<file path="config.mk">
export PLATFORM = sky130hd
export DESIGN_NAME = flv_metadata_extractor
export DESIGN_NICKNAME = d
export VERILOG_FILES = /design/src/sv/flvme_pkg.sv /design/src/sv/flv_metadata_extractor.sv /design/src/sv/flvme_parser.sv /design/src/sv/flvme_rsp_fifo.sv
export SDC_FILE = /design/constraint.sdc
export NUM_CORES = 2
export LEC_CHECK = 0
export BUFFER_PORTS_ARGS = -buffer_cell sky130_fd_sc_hd__buf_2
export CORE_UTILIZATION = 30
export CTS_CLUSTER_SIZE = 8
export DETAILED_ROUTE_END_ITERATION = 10
export PLACE_DENSITY = 0.52
export SKIP_CTS_REPAIR_TIMING = 1
export SLEW_MARGIN = 10
export SYNTH_ARGS = -nofsm -noshare
export SYNTH_HDL_FRONTEND = slang
export SYNTH_HIERARCHICAL = 1
export SYNTH_SLANG_ARGS = --single-unit
</file>
<file path="constraint.sdc">
create_clock -name clock -period 11.7 [get_ports clock]
set_input_delay 0 -clock clock [delete_from_list [all_inputs] [get_ports clock]]
set_output_delay 0 -clock clock [all_outputs]
set_load 0.02 [all_outputs]
</file>
<file path="src/sv/flvme_pkg.sv">
`timescale 1ns / 1ps

package flvme_pkg;

   localparam logic [2:0] KIND_VALUE   = 3'd0;
   localparam logic [2:0] KIND_MDLEN   = 3'd1;
   localparam logic [2:0] KIND_DONE    = 3'd2;
   localparam logic [2:0] KIND_BADSIG  = 3'd3;
   localparam logic [2:0] KIND_NOTARR  = 3'd4;
   localparam logic [2:0] KIND_BADTYPE = 3'd5;
   localparam logic [2:0] KIND_TRUNC   = 3'd6;

   localparam logic [7:0] TAG_SCRIPT = 8'h12;
   localparam logic [7:0] AMF_ECMA   = 8'h08;
   localparam logic [7:0] AMF_NUMBER = 8'h00;
   localparam logic [7:0] AMF_BOOL   = 8'h01;
   localparam logic [7:0] AMF_STRING = 8'h02;
   localparam logic [7:0] AMF_OBJECT = 8'h03;

   typedef struct packed {
      logic [2:0]  kind;
      logic [1:0]  key_id;
      logic [63:0] payload;
      logic        last;
   } rsp_item_type;

   // results of one accepted byte, item0 first
   typedef struct packed {
      logic [1:0]   count;
      rsp_item_type item0;
      rsp_item_type item1;
   } parse_out_type;

endpackage

</file>
<file path="src/sv/flv_metadata_extractor.sv">
`timescale 1ns / 1ps
// FLV onMetaData extractor.
// req channel: one file byte per item. tdata is the byte, tuser flags the
// first byte of a new file (parse restarts on it), tlast flags the final byte.
// rsp channel: result items. tdata is the payload (raw double bits of a
// duration/width/height/framerate value, or the metadata region length),
// tuser carries kind and key id, tlast marks the final result of a byte.
// A byte causes zero, one or two results.
// Throughput: one byte per cycle while the queue has room; the parser updates
// its state in the cycle a byte is accepted and its results are registered
// into a 4-entry result queue, from whose head rsp is driven.
// req_tready is high while the queue has room for two results, so with the
// receiver ready, bytes flow every cycle unless a run of two-result bytes
// fills the queue; a byte that yields two results takes two output transfers.
// When the receiver stalls, results wait in the queue and input stops once
// fewer than two entries are free.
// Reset (synchronous) empties the queue and returns the parser to the file
// header; after done, an error or end of stream it drops bytes until restart.
module flv_metadata_extractor (
   input  logic        clock,
   input  logic        reset,
   input  logic        req_tvalid,
   output logic        req_tready,
   input  logic [7:0]  req_tdata,   // [7:0] data_byte
   input  logic [0:0]  req_tuser,   // [0] restart
   input  logic        req_tlast,   // end_of_stream
   output logic        rsp_tvalid,
   input  logic        rsp_tready,
   output logic [63:0] rsp_tdata,   // [63:0] payload
   output logic [4:0]  rsp_tuser,   // [2:0] kind, [4:3] key_id
   output logic        rsp_tlast    // last
);
   import flvme_pkg::*;

   logic          accept;
   logic          space_ok;
   parse_out_type parse_out;
   rsp_item_type  head;

   assign req_tready = space_ok;
   assign accept     = req_tvalid && space_ok;

   flvme_parser u_parser (
      .clock         (clock),
      .reset         (reset),
      .step_en       (accept),
      .data_byte     (req_tdata),
      .restart       (req_tuser[0]),
      .end_of_stream (req_tlast),
      .parse_out     (parse_out)
   );

   flvme_rsp_fifo u_fifo (
      .clock     (clock),
      .reset     (reset),
      .push      (parse_out),
      .space_ok  (space_ok),
      .out_valid (rsp_tvalid),
      .out_ready (rsp_tready),
      .out_item  (head)
   );

   assign rsp_tdata = head.payload;
   assign rsp_tuser = {head.key_id, head.kind};
   assign rsp_tlast = head.last;

endmodule

</file>
<file path="src/sv/flvme_parser.sv">
`timescale 1ns / 1ps

module flvme_parser (
   input  logic                     clock,
   input  logic                     reset,
   input  logic                     step_en,
   input  logic [7:0]               data_byte,
   input  logic                     restart,
   input  logic                     end_of_stream,
   output flvme_pkg::parse_out_type parse_out
);
   import flvme_pkg::*;

   localparam logic [3:0] PH_FILEHDR  = 4'd0;
   localparam logic [3:0] PH_TAGHDR   = 4'd1;
   localparam logic [3:0] PH_TAGSKIP  = 4'd2;
   localparam logic [3:0] PH_PREVSZ   = 4'd3;
   localparam logic [3:0] PH_NAMESKIP = 4'd4;
   localparam logic [3:0] PH_ARRHDR   = 4'd5;
   localparam logic [3:0] PH_KEYLEN   = 4'd6;
   localparam logic [3:0] PH_KEY      = 4'd7;
   localparam logic [3:0] PH_VALUE    = 4'd8;
   localparam logic [3:0] PH_TYPE     = 4'd9;
   localparam logic [3:0] PH_STRLEN   = 4'd10;
   localparam logic [3:0] PH_VALSKIP  = 4'd11;

   localparam logic [7:0] SIG_F = "F";
   localparam logic [7:0] SIG_L = "L";
   localparam logic [7:0] SIG_V = "V";
   localparam logic [23:0] FILEHDR_LAST  = 24'd12;
   localparam logic [23:0] NAMESKIP_LAST = 24'd12;
   localparam logic [23:0] TAGHDR_LAST   = 24'd10;
   localparam logic [63:0] MDLEN_BASE    = 64'd28;

   localparam logic [7:0] KEY_LEN [4] = '{8'd8, 8'd5, 8'd6, 8'd9};
   localparam logic [7:0] KEY_TEXT [4][9] = '{
      '{"d", "u", "r", "a", "t", "i", "o", "n", 8'h00},
      '{"w", "i", "d", "t", "h", 8'h00, 8'h00, 8'h00, 8'h00},
      '{"h", "e", "i", "g", "h", "t", 8'h00, 8'h00, 8'h00},
      '{"f", "r", "a", "m", "e", "r", "a", "t", "e"}
   };

   logic [3:0]  phase_ff, phase_in, cur_phase;
   logic [23:0] byte_count_ff, byte_count_in, cur_byte_count;
   logic [23:0] tag_length_ff, tag_length_in, cur_tag_length;
   logic [31:0] items_left_ff, items_left_in, cur_items_left;
   logic [7:0]  key_length_ff, key_length_in, cur_key_length;
   logic [7:0]  key_position_ff, key_position_in, cur_key_position;
   logic [3:0]  key_candidates_ff, key_candidates_in, cur_key_candidates;
   logic [63:0] value_shift_ff, value_shift_in, cur_value_shift;
   logic [7:0]  strlen_high_ff, strlen_high_in, cur_strlen_high;
   logic        halted_ff, halted_in, cur_halted;

   logic [23:0] tag_dec;
   logic [31:0] items_dec;
   logic [31:0] items_new;
   logic [23:0] str_len;
   logic [7:0]  pos_next;
   logic [3:0]  cand_new;
   logic [3:0]  hit;
   logic [1:0]  key_id;
   parse_out_type po;

   function automatic parse_out_type push_item(parse_out_type p, logic [2:0] kind,
                                               logic [1:0] key, logic [63:0] payload);
      rsp_item_type it;
      parse_out_type r;
      it = '{kind: kind, key_id: key, payload: payload, last: 1'b0};
      r = p;
      if (p.count == 2'd0) begin
         r.item0 = it;
         r.count = 2'd1;
      end else if (p.count == 2'd1) begin
         r.item1 = it;
         r.count = 2'd2;
      end
      return r;
   endfunction

   // restart applies the reset values before the byte is taken
   always_comb begin
      if (restart) begin
         cur_phase          = PH_FILEHDR;
         cur_byte_count     = '0;
         cur_tag_length     = '0;
         cur_items_left     = '0;
         cur_key_length     = '0;
         cur_key_position   = '0;
         cur_key_candidates = '1;
         cur_value_shift    = '0;
         cur_strlen_high    = '0;
         cur_halted         = 1'b0;
      end else begin
         cur_phase          = phase_ff;
         cur_byte_count     = byte_count_ff;
         cur_tag_length     = tag_length_ff;
         cur_items_left     = items_left_ff;
         cur_key_length     = key_length_ff;
         cur_key_position   = key_position_ff;
         cur_key_candidates = key_candidates_ff;
         cur_value_shift    = value_shift_ff;
         cur_strlen_high    = strlen_high_ff;
         cur_halted         = halted_ff;
      end
   end

   always_comb begin
      tag_dec   = cur_tag_length - 24'd1;
      items_dec = cur_items_left - 32'd1;
      items_new = {cur_items_left[23:0], data_byte};
      str_len   = {8'd0, cur_strlen_high, data_byte};
      pos_next  = cur_key_position + 8'd1;
      cand_new  = cur_key_candidates;
      for (int i = 0; i < 4; i++) begin
         if (cur_key_position >= KEY_LEN[i]) begin
            cand_new[i] = 1'b0;
         end else if (KEY_TEXT[i][cur_key_position[3:0]] != data_byte) begin
            cand_new[i] = 1'b0;
         end
      end
      hit = '0;
      for (int i = 0; i < 4; i++) begin
         if (cand_new[i] && KEY_LEN[i] == cur_key_length) begin
            hit    = '0;
            hit[i] = 1'b1;
         end
      end
      key_id = '0;
      for (int i = 0; i < 4; i++) begin
         if (cur_key_candidates[i]) begin
            key_id = 2'(i);
         end
      end
   end

   always_comb begin
      phase_in          = phase_ff;
      byte_count_in     = byte_count_ff;
      tag_length_in     = tag_length_ff;
      items_left_in     = items_left_ff;
      key_length_in     = key_length_ff;
      key_position_in   = key_position_ff;
      key_candidates_in = key_candidates_ff;
      value_shift_in    = value_shift_ff;
      strlen_high_in    = strlen_high_ff;
      halted_in         = halted_ff;
      po                = '0;
      if (step_en) begin
         phase_in          = cur_phase;
         byte_count_in     = cur_byte_count;
         tag_length_in     = cur_tag_length;
         items_left_in     = cur_items_left;
         key_length_in     = cur_key_length;
         key_position_in   = cur_key_position;
         key_candidates_in = cur_key_candidates;
         value_shift_in    = cur_value_shift;
         strlen_high_in    = cur_strlen_high;
         halted_in         = cur_halted;
         if (!cur_halted) begin
            byte_count_in = cur_byte_count + 24'd1;
            unique case (cur_phase)
               PH_FILEHDR: begin
                  if ((cur_byte_count == 24'd0 && data_byte != SIG_F) ||
                      (cur_byte_count == 24'd1 && data_byte != SIG_L) ||
                      (cur_byte_count == 24'd2 && data_byte != SIG_V)) begin
                     po        = push_item(po, KIND_BADSIG, 2'd0, 64'd0);
                     halted_in = 1'b1;
                  end else if (cur_byte_count == FILEHDR_LAST) begin
                     phase_in      = PH_TAGHDR;
                     byte_count_in = '0;
                  end
               end
               PH_TAGHDR: begin
                  if (cur_byte_count == 24'd0) begin
                     value_shift_in = {56'd0, data_byte};
                     tag_length_in  = '0;
                  end else if (cur_byte_count <= 24'd3) begin
                     tag_length_in = {cur_tag_length[15:0], data_byte};
                  end
                  if (cur_byte_count == TAGHDR_LAST) begin
                     byte_count_in = '0;
                     if (cur_value_shift[7:0] == TAG_SCRIPT) begin
                        po = push_item(po, KIND_MDLEN, 2'd0,
                                       MDLEN_BASE + {40'd0, cur_tag_length});
                        phase_in = PH_NAMESKIP;
                     end else if (cur_tag_length == 24'd0) begin
                        phase_in = PH_PREVSZ;
                     end else begin
                        phase_in = PH_TAGSKIP;
                     end
                  end
               end
               PH_TAGSKIP: begin
                  tag_length_in = tag_dec;
                  if (tag_dec == 24'd0) begin
                     phase_in      = PH_PREVSZ;
                     byte_count_in = '0;
                  end
               end
               PH_PREVSZ: begin
                  if (cur_byte_count == 24'd3) begin
                     phase_in      = PH_TAGHDR;
                     byte_count_in = '0;
                  end
               end
               PH_NAMESKIP: begin
                  if (cur_byte_count == NAMESKIP_LAST) begin
                     phase_in      = PH_ARRHDR;
                     byte_count_in = '0;
                  end
               end
               PH_ARRHDR: begin
                  if (cur_byte_count == 24'd0) begin
                     if (data_byte != AMF_ECMA) begin
                        po        = push_item(po, KIND_NOTARR, 2'd0, 64'd0);
                        halted_in = 1'b1;
                     end
                     items_left_in = '0;
                  end else begin
                     items_left_in = items_new;
                     if (cur_byte_count == 24'd4) begin
                        if (items_new == 32'd0) begin
                           po        = push_item(po, KIND_DONE, 2'd0, 64'd0);
                           halted_in = 1'b1;
                        end else begin
                           phase_in      = PH_KEYLEN;
                           byte_count_in = '0;
                        end
                     end
                  end
               end
               PH_KEYLEN: begin
                  if (cur_byte_count == 24'd1) begin
                     key_length_in     = data_byte;
                     key_position_in   = '0;
                     key_candidates_in = '1;
                     byte_count_in     = '0;
                     phase_in          = (data_byte == 8'd0) ? PH_TYPE : PH_KEY;
                  end
               end
               PH_KEY: begin
                  key_candidates_in = cand_new;
                  key_position_in   = pos_next;
                  if (pos_next == cur_key_length) begin
                     key_candidates_in = hit;
                     byte_count_in     = '0;
                     phase_in          = (hit != 4'd0) ? PH_VALUE : PH_TYPE;
                  end
               end
               PH_VALUE: begin
                  if (cur_byte_count >= 24'd1) begin
                     value_shift_in = {cur_value_shift[55:0], data_byte};
                  end
                  if (cur_byte_count == 24'd8) begin
                     po = push_item(po, KIND_VALUE, key_id,
                                    {cur_value_shift[55:0], data_byte});
                     items_left_in = items_dec;
                     if (items_dec == 32'd0) begin
                        po        = push_item(po, KIND_DONE, 2'd0, 64'd0);
                        halted_in = 1'b1;
                     end else begin
                        phase_in      = PH_KEYLEN;
                        byte_count_in = '0;
                     end
                  end
               end
               PH_TYPE: begin
                  unique case (data_byte)
                     AMF_NUMBER: begin
                        tag_length_in = 24'd8;
                        phase_in      = PH_VALSKIP;
                        byte_count_in = '0;
                     end
                     AMF_BOOL: begin
                        tag_length_in = 24'd1;
                        phase_in      = PH_VALSKIP;
                        byte_count_in = '0;
                     end
                     AMF_STRING: begin
                        phase_in      = PH_STRLEN;
                        byte_count_in = '0;
                     end
                     AMF_OBJECT: begin
                        po        = push_item(po, KIND_DONE, 2'd0, 64'd0);
                        halted_in = 1'b1;
                     end
                     default: begin
                        po        = push_item(po, KIND_BADTYPE, 2'd0, 64'd0);
                        halted_in = 1'b1;
                     end
                  endcase
               end
               PH_STRLEN: begin
                  if (cur_byte_count == 24'd0) begin
                     strlen_high_in = data_byte;
                  end else begin
                     tag_length_in = str_len;
                     if (str_len == 24'd0) begin
                        items_left_in = items_dec;
                        if (items_dec == 32'd0) begin
                           po        = push_item(po, KIND_DONE, 2'd0, 64'd0);
                           halted_in = 1'b1;
                        end else begin
                           phase_in      = PH_KEYLEN;
                           byte_count_in = '0;
                        end
                     end else begin
                        phase_in      = PH_VALSKIP;
                        byte_count_in = '0;
                     end
                  end
               end
               PH_VALSKIP: begin
                  tag_length_in = tag_dec;
                  if (tag_dec == 24'd0) begin
                     items_left_in = items_dec;
                     if (items_dec == 32'd0) begin
                        po        = push_item(po, KIND_DONE, 2'd0, 64'd0);
                        halted_in = 1'b1;
                     end else begin
                        phase_in      = PH_KEYLEN;
                        byte_count_in = '0;
                     end
                  end
               end
               default: begin
                  halted_in = 1'b1;
               end
            endcase
            if (end_of_stream && !halted_in) begin
               po        = push_item(po, KIND_TRUNC, 2'd0, 64'd0);
               halted_in = 1'b1;
            end
            if (po.count == 2'd2) begin
               po.item1.last = 1'b1;
            end else if (po.count == 2'd1) begin
               po.item0.last = 1'b1;
            end
         end
      end
   end

   assign parse_out = po;

   always_ff @(posedge clock) begin
      if (reset) begin
         phase_ff          <= PH_FILEHDR;
         byte_count_ff     <= '0;
         tag_length_ff     <= '0;
         items_left_ff     <= '0;
         key_length_ff     <= '0;
         key_position_ff   <= '0;
         key_candidates_ff <= '1;
         value_shift_ff    <= '0;
         strlen_high_ff    <= '0;
         halted_ff         <= 1'b0;
      end else begin
         phase_ff          <= phase_in;
         byte_count_ff     <= byte_count_in;
         tag_length_ff     <= tag_length_in;
         items_left_ff     <= items_left_in;
         key_length_ff     <= key_length_in;
         key_position_ff   <= key_position_in;
         key_candidates_ff <= key_candidates_in;
         value_shift_ff    <= value_shift_in;
         strlen_high_ff    <= strlen_high_in;
         halted_ff         <= halted_in;
      end
   end

endmodule

</file>
<file path="src/sv/flvme_rsp_fifo.sv">
`timescale 1ns / 1ps

module flvme_rsp_fifo (
   input  logic                     clock,
   input  logic                     reset,
   input  flvme_pkg::parse_out_type push,
   output logic                     space_ok,
   output logic                     out_valid,
   input  logic                     out_ready,
   output flvme_pkg::rsp_item_type  out_item
);
   import flvme_pkg::*;

   localparam int DEPTH = 4;
   localparam int PTR_W = $clog2(DEPTH);
   localparam int CNT_W = $clog2(DEPTH + 1);

   rsp_item_type mem_ff [DEPTH];
   logic [PTR_W-1:0] wr_ptr_ff, wr_ptr_in, rd_ptr_ff, rd_ptr_in;
   logic [CNT_W-1:0] count_ff, count_in;
   logic             pop;
   logic [PTR_W-1:0] wr_ptr_second;

   assign pop           = out_valid && out_ready;
   assign out_valid     = count_ff != '0;
   assign out_item      = mem_ff[rd_ptr_ff];
   assign space_ok      = count_ff <= CNT_W'(DEPTH - 2);
   assign wr_ptr_second = wr_ptr_ff + PTR_W'(1);
   assign wr_ptr_in     = wr_ptr_ff + PTR_W'(push.count);
   assign rd_ptr_in     = rd_ptr_ff + PTR_W'(pop);
   assign count_in      = count_ff + CNT_W'(push.count) - CNT_W'(pop);

   always_ff @(posedge clock) begin
      if (push.count != 2'd0) begin
         mem_ff[wr_ptr_ff] <= push.item0;
      end
      if (push.count == 2'd2) begin
         mem_ff[wr_ptr_second] <= push.item1;
      end
   end

   always_ff @(posedge clock) begin
      if (reset) begin
         wr_ptr_ff <= '0;
         rd_ptr_ff <= '0;
         count_ff  <= '0;
      end else begin
         wr_ptr_ff <= wr_ptr_in;
         rd_ptr_ff <= rd_ptr_in;
         count_ff  <= count_in;
      end
   end

endmodule

</file>
Word level (Yosys, flattened, before mapping)
Memories as Yosys holds them, arrays and structs flattened. A register that Yosys moved wholly into a read port is not among the register bits.
Cells that the tools add are included.
- bits in read-only memories: 512
- bits in registers: 184
- RAM bits: 280
- memories: 5
- bits of input ports: 14
- output and inout bits: 72
- magnitude comparators: 8
- reductions and logical operators: 30
- equality and inequality tests: 40
- $add $sub $neg: 10
- multiplexer cells: 164
- bitwise logic cells: 1
- memory list (name ; depth ; width ; read ports ; clocked after Yosys merged registers in ; write ports ; line ; text):
    u_fifo.mem_ff ; 4 ; 70 ; 1 ; 1 ; 2 ; flvme_rsp_fifo.sv:18 ; rsp_item_type mem_ff [DEPTH];
    (no name shown) ; 16 ; 8 ; 1 ; 0 ; 0 ; flvme_parser.sv:117 ; end else if (KEY_TEXT[i][cur_key_position[3:0]] != data_byte) begin
    (no name shown) ; 16 ; 8 ; 1 ; 0 ; 0 ; flvme_parser.sv:117 ;
    (no name shown) ; 16 ; 8 ; 1 ; 0 ; 0 ; flvme_parser.sv:117 ;
    (no name shown) ; 16 ; 8 ; 1 ; 0 ; 0 ; flvme_parser.sv:117 ;
- operators with widths (cell ; count):
    2-to-1 mux 142 bit ; 14
    one-hot mux 142 bit (7 select lines) ; 1
    2-to-1 mux 141 bit ; 6
    2-to-1 mux 24 bit ; 23
    2-to-1 mux 70 bit ; 5
    2-to-1 mux 72 bit ; 4
    one-hot mux 24 bit (12 select lines) ; 1
    one-hot mux 141 bit (2 select lines) ; 1
    2-to-1 mux 64 bit ; 4
    2-to-1 mux 32 bit ; 7
    2-to-1 mux 8 bit ; 19
    one-hot mux 32 bit (4 select lines) ; 1
    one-hot mux 64 bit (2 select lines) ; 1
    2-to-1 mux 4 bit ; 25
    logical NOT 24 bit ; 4
    one-hot mux 24 bit (4 select lines) ; 1
    equality test 24 x 4 -> 1 bit (second input constant) ; 3
    2-to-1 mux 69 bit ; 1
    logical NOT 32 bit ; 2
    equality test 24 x 2 -> 1 bit (second input constant) ; 2
    one-hot mux 24 bit (2 select lines) ; 1
    one-hot mux 4 bit (12 select lines) ; 1
    2-to-1 mux 1 bit ; 35
    inequality test 8 bit ; 4
    50 further kinds ; 87

Depth between registers and ports, before layout
- depth after elaboration: 30
- gate-level depth with buffers: 34
- gate-level depth less buffers: 23

Hierarchy
Netlist, hierarchy kept.
- modules (own cells, without submodules) (module ; cells each ; area each (sq um) ; instances ; seq. area each (sq um)):
    flvme_rsp_fifo ; 723 ; 13895.8 ; 1 ; 8548.2
    flvme_parser ; 1936 ; 13785.7 ; 1 ; 3383.2
    flv_metadata_extractor ; 1 ; 6.3 ; 1 ; 0.0

Worst setup path after synthesis
No wires, ideal clock.
- path type: input -> register
- start point: input req_tuser
- end point: memory u_fifo/mem_ff[0][0] (netlist bit), enable pin
- library setup time: 0.602 ns
- arrival: 10.502 ns
- slack: 0.596 ns
- cell stages on the path: 27
- cells stage by stage: clkbuf_1 buf_2 buf_1 buf_2 buf_1 clkbuf_1 buf_2 buf_2 nor2b_1 inv_1 ha_1 clkbuf_1 nand4_1 nor4_1 xnor2_1 a21boi_0 and4bb_1 nand4_1 mux2i_1 or3_1 ha_1 inv_1 o2111ai_1 o41ai_2 nor2_1 nor2_1 o31ai_1
- RTL lines (element ; line ; text):
    start, declared ; flv_metadata_extractor.sv:25 ; input logic [0:0] req_tuser,
    end, declared ; flvme_rsp_fifo.sv:18 ;

==> results.json <==
{
  "required_ps": 11930,
  "fin_setup_tns_ps": 0,
  "synth_seq_area_share_pct": 43.09,
  "cts_sinks": 456,
  "initial_utilization_pct": 30.25,
  "grt_max_degree": 79,
  "gp_congestion": 0.9049,
  "dieArea_mm2": 0.09351,
  "synthesis.area_mm2": 0.02769,
  "power_density_mw_per_mm2": 165.7,
  "dieWidth_um": 305.8,
  "finalNonFillerCells": 3887,
  "worstHoldPathType": "primary input to register",
  "startpoint": "req_tuser",
  "max_clock_freq_ghz": 0.1321,
  "grt_pass1_vias": 20578,
  "pwr-share-clk_pct": 37.0,
  "mostFrequentLayoutCell": "mux2_2",
  "yosysUniqueCellTypes": 107,
  "wirelength_um": 84100,
  "final_area_mm2": 0.03088,
  "clk_pin_slew_ps": 50,
  "slew_violations": 0,
  "p_comb_share_pct": 24.9,
  "synth_area_per_cell_um2": 10.41,
  "area_growth_pct": 11.51,
  "final_layout_size_suffix_gt1_share_pct": 23.07,
  "drt_first_pass_iters": 5,
  "cts_tree": "yes",
  "min_period_over_period_pct": 64.69,
  "final.min_clock_period_ps": 7569,
  "portBuffers": 85,
  "grt_remaining_overflow": 0,
  "core-area_mm2": 0.09152,
  "die_h_um": 305.8,
  "multiInputGateArea_mm2": 0.01441,
  "tightest_slew_ps": 1125,
  "switching_share_pct": 32.41,
  "status": "completed",
  "hpwlAfterDp_um": 53260,
  "start_kind": "primary input",
  "internal_power_mw": 3.457,
  "ir_drop_uv": 96.33,
  "clock_latency_ps": 610,
  "io_pins": 86,
  "rsz0062_at_grt": "no",
  "fin_worst_skew_ps": 30.77,
  "hold_viol_final": 0,
  "arrival_ps": 7800,
  "synth-seq-cells": 456,
  "vias": 21256,
  "antenna_found_initial": 1,
  "power_frac_seq_pct": 38.1,
  "p_leak_nw": 11.08,
  "ys_warn_count": 6,
  "path_class": "primary input to register",
  "track_usage_pct": 17.59,
  "finalSetupViolations": 0,
  "numCtsBuffers": 68,
  "row_count": 111,
  "final_cell_mix": "282 x mux2_2, 280 x edfxtp_1, 260 x nor2_1",
  "synth_cells": 2660,
  "avgViaCountPerCell": 5.468,
  "max-slew-margin-rel_pct": 24.41,
  "drc": 0,
  "fill_cells": 9232,
  "ant_nets": 0,
  "grt_pass1_wl_um": 128600,
  "dpl-instance-area_mm2": 0.02871,
  "dpl.cell_count": 3755,
  "r2r_start": "u_parser/items_left_ff[5]",
  "post_drt_wl_per_cell_um": 21.64,
  "maxCapViolCount": 0,
  "end_kind": "register",
  "synth-async-reset-ratio_pct": 0,
  "cts_max_path_buffers": 3,
  "min-delay-start": "req_tdata[2]",
  "htreeDepth": 3,
  "seq_area_mm2": 0.01194,
  "synth_edf_count": 280,
  "root_buffer": "clkbuf_16",
  "holdWs_ps": 35.43,
  "dr.first_iter.drc_count": 1735,
  "worstPathMaxFanout": 51,
  "synth_flop_cell": "edfxtp_1",
  "finalNetCount": 2685,
  "p_switching_mw": 1.658
}
-- state kept, by name, summed over array words and instances (netlist names), 2 cells and up --
signal,count
u_fifo/count_ff,3
u_fifo/mem_ff,280
u_fifo/rd_ptr_ff,2
u_fifo/wr_ptr_ff,2
u_parser/byte_count_ff,24
u_parser/items_left_ff,32
u_parser/key_candidates_ff,4
u_parser/key_length_ff,8
u_parser/key_position_ff,8
u_parser/phase_ff,4
u_parser/strlen_high_ff,8
u_parser/tag_length_ff,24
u_parser/value_shift_ff,56
-- metal layers --
metal / up-vias / wire length (µm) / global-route usage [%]
met4: 0 / 1450 / 4.289
met2: 674 / 39910 / 28.75
met3: 106 / 4275 / 2.628
li1: 9917 / - / -
met1: 10559 / 38470 / 24.26
met5: - / 0 / 0
-- worst paths after layout --
check             cells after the start  slack (ps)                         to
hold / removal                        3          40  u_parser/key_length_ff[2]
setup reg to reg                     17        4460       u_fifo/mem_ff[1][31]
setup / recovery                     23        4130       u_fifo/mem_ff[1][31]
hold reg to reg                       2         480  u_parser/byte_count_ff[0]
-- metrics by stage --
step                      worst slack, ps  power [mW]  util, %
final                                4131       5.115    33.74
after global routing                 3552       5.336    33.74
after CTS                            4578       5.181    33.62
after detailed placement             4214       3.263    31.37
after global placement               4338       3.258    31.37
after floorplan                     596.0       2.866        -
-- Yosys cell counts (22+ instances only) --
library cell  number  share of area (%)
nor3_1            70                1.3
mux4_2            70                5.7
edfxtp_1         280                 30
clkbuf_1         129                1.7
mux2_2           282                 11
nor4_1            29               0.66
a21oi_1          144                2.6
buf_4             74                2.0
inv_1             35               0.47
nor2b_1           35               0.79
nor2_1           263                3.6
nand4_1           22               0.50
xor2_1            29               0.92
nand2_1          149                2.0
buf_2             51               0.92
a22oi_1          116                3.1
dfxtp_1          176                 13
and2_1            45                1.0
a31oi_1           32               0.72
o21ai_0          110                2.0
nand3_1           62                1.1
xnor2_1           47                1.5
-- kinds of logic (layout without fill, tap and decap cells) --
group	after synthesis	after routing	share of synthesized area, %
xor gates and xnor gates	78	78	2.567
buffers and inverters	320	294	6.096
muxes	365	365	17.63
other	1	68	0.01354
AOI/OAI and AO/OA	593	593	14.35
adders and majority gates	22	22	1.021
and+or+nand+nor	825	825	15.23
DFF	456	456	43.09
-- final cells by class --
| type | count | share of cell area, % |
|---|---|---|
| Tap cell | 1186 | 4.806 |
| Clock inverter | 9 | 0.4984 |
| Multi-Input combinational cell | 1950 | 46.68 |
| Timing Repair Buffer | 135 | 2.691 |
| Sequential cell | 456 | 38.67 |
| Clock buffer | 112 | 6.184 |
| Antenna cell | 1 | 0.008105 |
| Inverter | 38 | 0.4620 |
-- worst max-delay path, cell delays in order --
cell and delay [ps]:
dlygate4sd3_1 530, buf_4 340, buf_4 580, nor2b_1 210, inv_1 120, ha_1 280, nand2_1 250, nor3_1 460
a21oi_1 230, a31oi_2 300, nor2_1 90, and4_1 340, a21boi_2 230, mux2i_1 140, or3_1 370, ha_1 290
inv_1 40, o2111ai_1 110, o41ai_2 150, nor2_1 710, mux2i_1 330, nor2_4 850, buf_4 770
-- power groups by stage --
stage               clock network [mW]  logic, mW  registers, mW
floorplan                            0      0.939           1.93
global placement                     0       1.28           1.98
detailed placement                   0       1.28           1.98
CTS                               1.94       1.29           1.95
global route                      2.01       1.37           1.96
finish                            1.89       1.28           1.95
(Power assumes the default switching activity.)
